<file path="config.mk">
export PLATFORM = sky130hd
export DESIGN_NAME = afvt_cell
export DESIGN_NICKNAME = d
export VERILOG_FILES = /design/src/hdl/afvt_pkg.sv /design/src/hdl/afvt_cell.sv
export VERILOG_INCLUDE_DIRS = /design/src /design/src/hdl
export SDC_FILE = /design/constraint.sdc
export NUM_CORES = 2
export LEC_CHECK = 0
export BUFFER_PORTS_ARGS = -buffer_cell sky130_fd_sc_hd__buf_2
export CAP_MARGIN = 20
export CORE_MARGIN = 2
export CORE_UTILIZATION = 58
export CTS_CLUSTER_DIAMETER = 60
export CTS_CLUSTER_SIZE = 30
export DETAILED_ROUTE_END_ITERATION = 8
export MAX_ROUTING_LAYER = met4
export PLACE_DENSITY = 0.86
export SYNTH_ARGS = -nofsm -noshare
export SYNTH_HDL_FRONTEND = slang
export SYNTH_SLANG_ARGS = --single-unit
</file>
<file path="constraint.sdc">
create_clock -name clock -period 17.5 [get_ports clock]
set_input_delay 2.625 -clock clock [delete_from_list [all_inputs] [get_ports clock]]
set_output_delay 2.625 -clock clock [all_outputs]
set_load 0.02 [all_outputs]
</file>
<file path="src/hdl/aabb_frustum_visibility_test_unit_assert.svh">
// Assertion macros used by the frustum visibility test plane cell RTL.
`ifndef AABB_FRUSTUM_VISIBILITY_TEST_UNIT_ASSERT_SVH
`define AABB_FRUSTUM_VISIBILITY_TEST_UNIT_ASSERT_SVH

`ifndef ASSERT_OFF
// Checked only outside reset.
`define ASSERT_SYNC(lbl, clk, rst, prop) \
   lbl: assert property (@(posedge clk) disable iff (rst) prop) \
      else $error("assertion failed");
// Checked at every edge, reset included.
`define ASSERT_ALWAYS(lbl, clk, prop) \
   lbl: assert property (@(posedge clk) prop) \
      else $error("assertion failed");
`else
`define ASSERT_SYNC(lbl, clk, rst, prop)
`define ASSERT_ALWAYS(lbl, clk, prop)
`endif

`endif

</file>
<file path="src/hdl/afvt_pkg.sv">
// Shared constants and types of the frustum visibility test unit.
`default_nettype none
package afvt_pkg;

   localparam int NUM_PLANES          = 6;
   localparam int PLANE_W             = 64;
   localparam int FIELD_W             = 16;
   localparam int D_ALIGN             = 14;
   localparam int CSR_IDX_W           = 3;
   localparam int COORD_WIDTH_DEFAULT = 16;

   // Control that travels with each box through the cell chain.
   typedef struct packed {
      logic valid;
      logic visible;
   } afvt_flow_type;

endpackage
`default_nettype wire

</file>
<file path="src/hdl/afvt_cell.sv">
// One plane cell: holds a plane, tests the passing box, hands it to the next cell.
`default_nettype none
`include "aabb_frustum_visibility_test_unit_assert.svh"
module afvt_cell import afvt_pkg::*; #(
   parameter int COORD_WIDTH = COORD_WIDTH_DEFAULT
) (
   input  logic                       clock,
   input  logic                       reset,
   input  logic                       advance,
   input  logic                       cfg_we,
   input  logic [PLANE_W-1:0]         cfg_data,
   input  logic [6*COORD_WIDTH-1:0]   box_in,
   input  afvt_flow_type              flow_in,
   output logic [6*COORD_WIDTH-1:0]   box_out,
   output afvt_flow_type              flow_out
);

   localparam int BOX_W  = 6 * COORD_WIDTH;
   localparam int PROD_W = FIELD_W + COORD_WIDTH;
   localparam int BASE_W = (PROD_W > FIELD_W + D_ALIGN) ? PROD_W : FIELD_W + D_ALIGN;
   localparam int SUM_W  = BASE_W + 2;

   logic [PLANE_W-1:0]             plane_ff;
   logic [PLANE_W-1:0]             plane_in;

   logic signed [FIELD_W-1:0]      normal [3];
   logic signed [COORD_WIDTH-1:0]  vertex [3];
   logic signed [PROD_W-1:0]       prod_in [3];
   logic signed [PROD_W-1:0]       prod_ff [3];
   logic [BOX_W-1:0]               s1_box_ff;
   afvt_flow_type                  s1_flow_ff;

   logic signed [FIELD_W-1:0]      d_term;
   logic signed [SUM_W-1:0]        plane_dist;
   logic [BOX_W-1:0]               box_ff;
   afvt_flow_type                  flow_ff;
   afvt_flow_type                  flow_in_s2;
   logic                           s1_culled;

   assign plane_in = cfg_we ? cfg_data : plane_ff;

   // Positive vertex per axis: max corner unless the normal is negative.
   always_comb begin
      for (int a = 0; a < 3; a++) begin
         normal[a]  = $signed(plane_ff[a*FIELD_W +: FIELD_W]);
         vertex[a]  = normal[a][FIELD_W-1] ? $signed(box_in[a*COORD_WIDTH +: COORD_WIDTH])
                                           : $signed(box_in[(a+3)*COORD_WIDTH +: COORD_WIDTH]);
         prod_in[a] = PROD_W'(normal[a]) * PROD_W'(vertex[a]);
      end
   end

   assign d_term = $signed(plane_ff[3*FIELD_W +: FIELD_W]);

   // Exact distance: three products plus d aligned to the product scale.
   always_comb begin
      plane_dist = SUM_W'(prod_ff[0]) + SUM_W'(prod_ff[1]) + SUM_W'(prod_ff[2])
                 + (SUM_W'(d_term) <<< D_ALIGN);
      flow_in_s2.valid   = s1_flow_ff.valid;
      flow_in_s2.visible = s1_flow_ff.visible & ~plane_dist[SUM_W-1];
   end

   always_ff @(posedge clock) begin
      if (reset) begin
         plane_ff         <= '0;
         s1_flow_ff.valid <= 1'b0;
         flow_ff.valid    <= 1'b0;
      end else begin
         plane_ff <= plane_in;
         if (advance) begin
            s1_flow_ff <= flow_in;
            s1_box_ff  <= box_in;
            prod_ff    <= prod_in;
            flow_ff    <= flow_in_s2;
            box_ff     <= s1_box_ff;
         end
      end
   end

   assign box_out  = box_ff;
   assign flow_out = flow_ff;

   assign s1_culled = s1_flow_ff.valid & ~s1_flow_ff.visible;

   `ASSERT_SYNC(a_cull_sticky, clock, reset, advance && s1_culled |=> !flow_ff.visible)
   `ASSERT_ALWAYS(a_reset_clears, clock, reset |=> !s1_flow_ff.valid && !flow_ff.valid)
   `ASSERT_SYNC(a_hold_on_stall, clock, reset, !advance |=> $stable(flow_ff) && $stable(s1_flow_ff))

endmodule
`default_nettype wire

</file>
==> flow_metrics.py <==
metrics = {
    "outcome": {
        "status": "finished, final reports clean",
    },
    "logic_synthesis": {
        "yosysSeqAreaShare_pct": 23.4,
        "synth_ff_type": "edfxtp_1",
        "avgSynthCellArea_um2": 10.8,
        "synth.cell_area_um2": 42800,
        "synth_edf_count": 290,
        "syn_inst": 3956,
        "ys_types": 71,
        "syn_nets": 5247,
        "ys_ff_latch": 356,
        "ys_warn_count": 0,
        "synth-async-reset-ratio_pct": 0,
    },
    "power_and_ir_drop": {
        "power.leakage_nw": 22.5,
        "powerDensity_nw_per_um2": 148,
        "ir_worst_vdd_v": 0.000123,
    },
    "setup_path": {
        "worstSetupEndpointType": "register",
        "r2r_cells": 22,
        "regToRegEndpoint": "prod_ff[31]$_DFFE_PP_",
        "crit_end": "prod_ff[31]$_DFFE_PP_",
        "start_kind": "input port",
        "cp-startpoint": "box_in[39]",
        "r2r_setup_slack_ns": 9.89,
        "critPathMaxFanout": 15,
        "crit_arrival_ns": 9.08,
        "cp.required_ns": 17.79,
        "r2r-start": "plane_ff[47]$_SDFFE_PP0P_",
        "path_class": "in2reg",
    },
    "route": {
        "drt-vias-per-instance": 5.59,
        "post-route-drc-count": 0,
        "first_pass_iters": 6,
        "wl_per_cell_um": 18.6,
        "routed_wl_um": 95800,
        "drt_iter0_drc": 2343,
        "detail-route-antenna-nets": 0,
        "num_vias": 28776,
    },
    "floorplan": {
        "die_area_um2": 76000,
        "initial_core_util_pct": 58.7,
        "fp.dieH_um": 276,
        "core-area_um2": 73000,
        "std_cell_rows": 99,
        "die_w_um": 276,
        "pin_count": 264,
    },
    "placement": {
        "pre_cts_slack_ns": 7.97,
        "hpwlAfterDp_um": 75900,
        "gp_congestion": 0.935,
        "io_buffers": 263,
        "placed_area_um2": 45100,
    },
    "grt": {
        "overflow": 0,
        "grtUsageTotal_pct": 27.7,
        "grt_pass1_wl_um": 160000,
        "grt_pass1_vias": 31801,
        "grt_max_degree": 150,
        "antenna_found_initial": 0,
    },
    "cts": {
        "cts-htree-levels": 2,
        "cts_hold_buffers": 0,
        "postCtsSetupBuffers": 0,
        "numCtsBuffers": 34,
        "clk_latency_ns": 0.60,
        "cts_tree": "yes",
        "cts_root_buf": "clkbuf_16",
        "cts_sinks": 356,
        "cts_resized": 0,
        "path_clk_slew_ns": 0.09,
        "cts_max_path_buffers": 3,
    },
    "finish": {
        "design_area_um2": 46400,
        "fillers": 5410,
        "antenna_cells": 0,
        "layout_common_cells": "inv_1, fa_1, nand2_1",
        "fin_nets": 5458,
        "area_growth_pct": 8.47,
        "drive_gt1_share_pct": 9.33,
        "final_common_cell": "inv_1",
    },
    "sta": {
        "rsz0062_at_grt": "false",
        "fin_setup_tns_ns": 0,
        "max_slew_margin_pct": 32.5,
        "max_freq_mhz": 114,
        "slew_viol_final": 0,
        "layout_min_cycle_time_ns": 8.79,
        "tightest_slew_ns": 1.01,
        "post-route-period-util_pct": 50.2,
        "final-hold-violation-count": 0,
        "fin_ws_ns": 8.71,
        "setup_violations": 0,
        "clock_skew_ns": 0.0497,
    },
    "flow_run": {
        "maxCapViolations": 0,
    },
    "min_path": {
        "hp-class": "reg2reg",
    },
}
-- state kept, by name (all words and copies together), names as in the netlist --
signal / cells
box_out: 96
flow_in_s2: 1
flow_out: 2
plane_ff: 64
prod_ff: 96
s1_box_ff: 96
s1_flow_ff: 1
-- logic make-up (layout without fill, tap and decap cells) --
logic type	after synthesis	after routing	synth area share (%)
and+or+nand+nor	1008	1008	11.8
muxes	69	69	1.61
adders and majority gates	1125	1125	47.6
DFF	356	356	23.4
xor gates and xnor gates	107	107	2.19
buffers and inverters	993	1230	8.72
AOI/OAI and AO/OA	298	298	4.71
-- metrics by stage --
step	instances	utilization (%)	power (mW)	hold slack (ns)
global placement	5089	61.8	5.80	0.400
finish	5152	63.6	6.86	0.414
CTS	5151	63.6	6.88	0.415
floorplan	3956	-	4.83	0.400
detailed placement	5089	61.8	5.96	0.405
global route	5152	63.6	7.58	0.430
-- synth_stat cells (all sizes together), types with 41 or more instances --
library cell    n  area [um^2]
and2          160         1000
clkbuf        114          429
mux2i          69          691
fa            836        16700
a21oi          98          490
o21ai          41          209
inv           874         3280
edfxtp        290         8710
a21o           58          438
nor2          139          522
nor2b         227         1420
ha            289         3620
xnor2          90          788
nand2         366         1370
dfxtp          66         1320
-- cell type report --
type                            instances  area (um^2)  area share (%)
Clock buffer                           34          851            1.83
Clock inverter                         28          453           0.976
Inverter                              874         3280            7.07
Multi-Input combinational cell       2607        29000            62.6
Sequential cell                       356        10000            21.6
Tap cell                              959         1200            2.58
Timing Repair Buffer                  294         1560            3.37
-- worst min-delay path by stage --
stage	cells after the start	endpoint	startpoint	slack [ns]
finish	0	box_out[2]$_DFFE_PP_	s1_box_ff[2]$_DFFE_PP_	0.41
global route	0	box_out[50]$_DFFE_PP_	s1_box_ff[50]$_DFFE_PP_	0.43
global placement	0	box_out[28]$_DFFE_PP_	s1_box_ff[28]$_DFFE_PP_	0.40
detailed placement	0	box_out[17]$_DFFE_PP_	s1_box_ff[17]$_DFFE_PP_	0.40
CTS	0	box_out[83]$_DFFE_PP_	s1_box_ff[83]$_DFFE_PP_	0.41
floorplan	0	box_out[0]$_DFFE_PP_	s1_box_ff[0]$_DFFE_PP_	0.40
-- critical path, stage by stage --
cell	delay [ns]
buf_2	0.10
nand2_1	0.12
inv_1	0.17
a21o_1	0.47
nand2_1	0.20
fa_1	0.60
inv_1	0.07
fa_1	0.50
fa_1	0.57
fa_1	0.46
fa_1	0.51
inv_1	0.06
fa_1	0.48
inv_1	0.04
ha_1	0.40
nand4_1	0.19
or3_1	0.37
a2111oi_0	0.31
nor2_1	0.14
a31oi_1	0.30
a211o_1	0.18
a21oi_1	0.08
xnor2_1	0.13
-- power breakdown --
group / internal (mW) / switching (mW)
Sequential: 1.22 / 0.125
Clock: 0.461 / 0.389
Combinational: 2.00 / 2.66
Total: 3.69 / 3.17
-- layer usage --
metal	wire length (um)	vias to the layer above	share of wire, %	track usage, %
met2	47600	1342	50	45.4
li1	-	12524	-	-
met1	35800	14550	37	34.1
met5	0	-	0	-
met3	8080	360	8.4	5.15
met4	4390	0	4.6	11.4
Power figures use the tool's default switching activity.
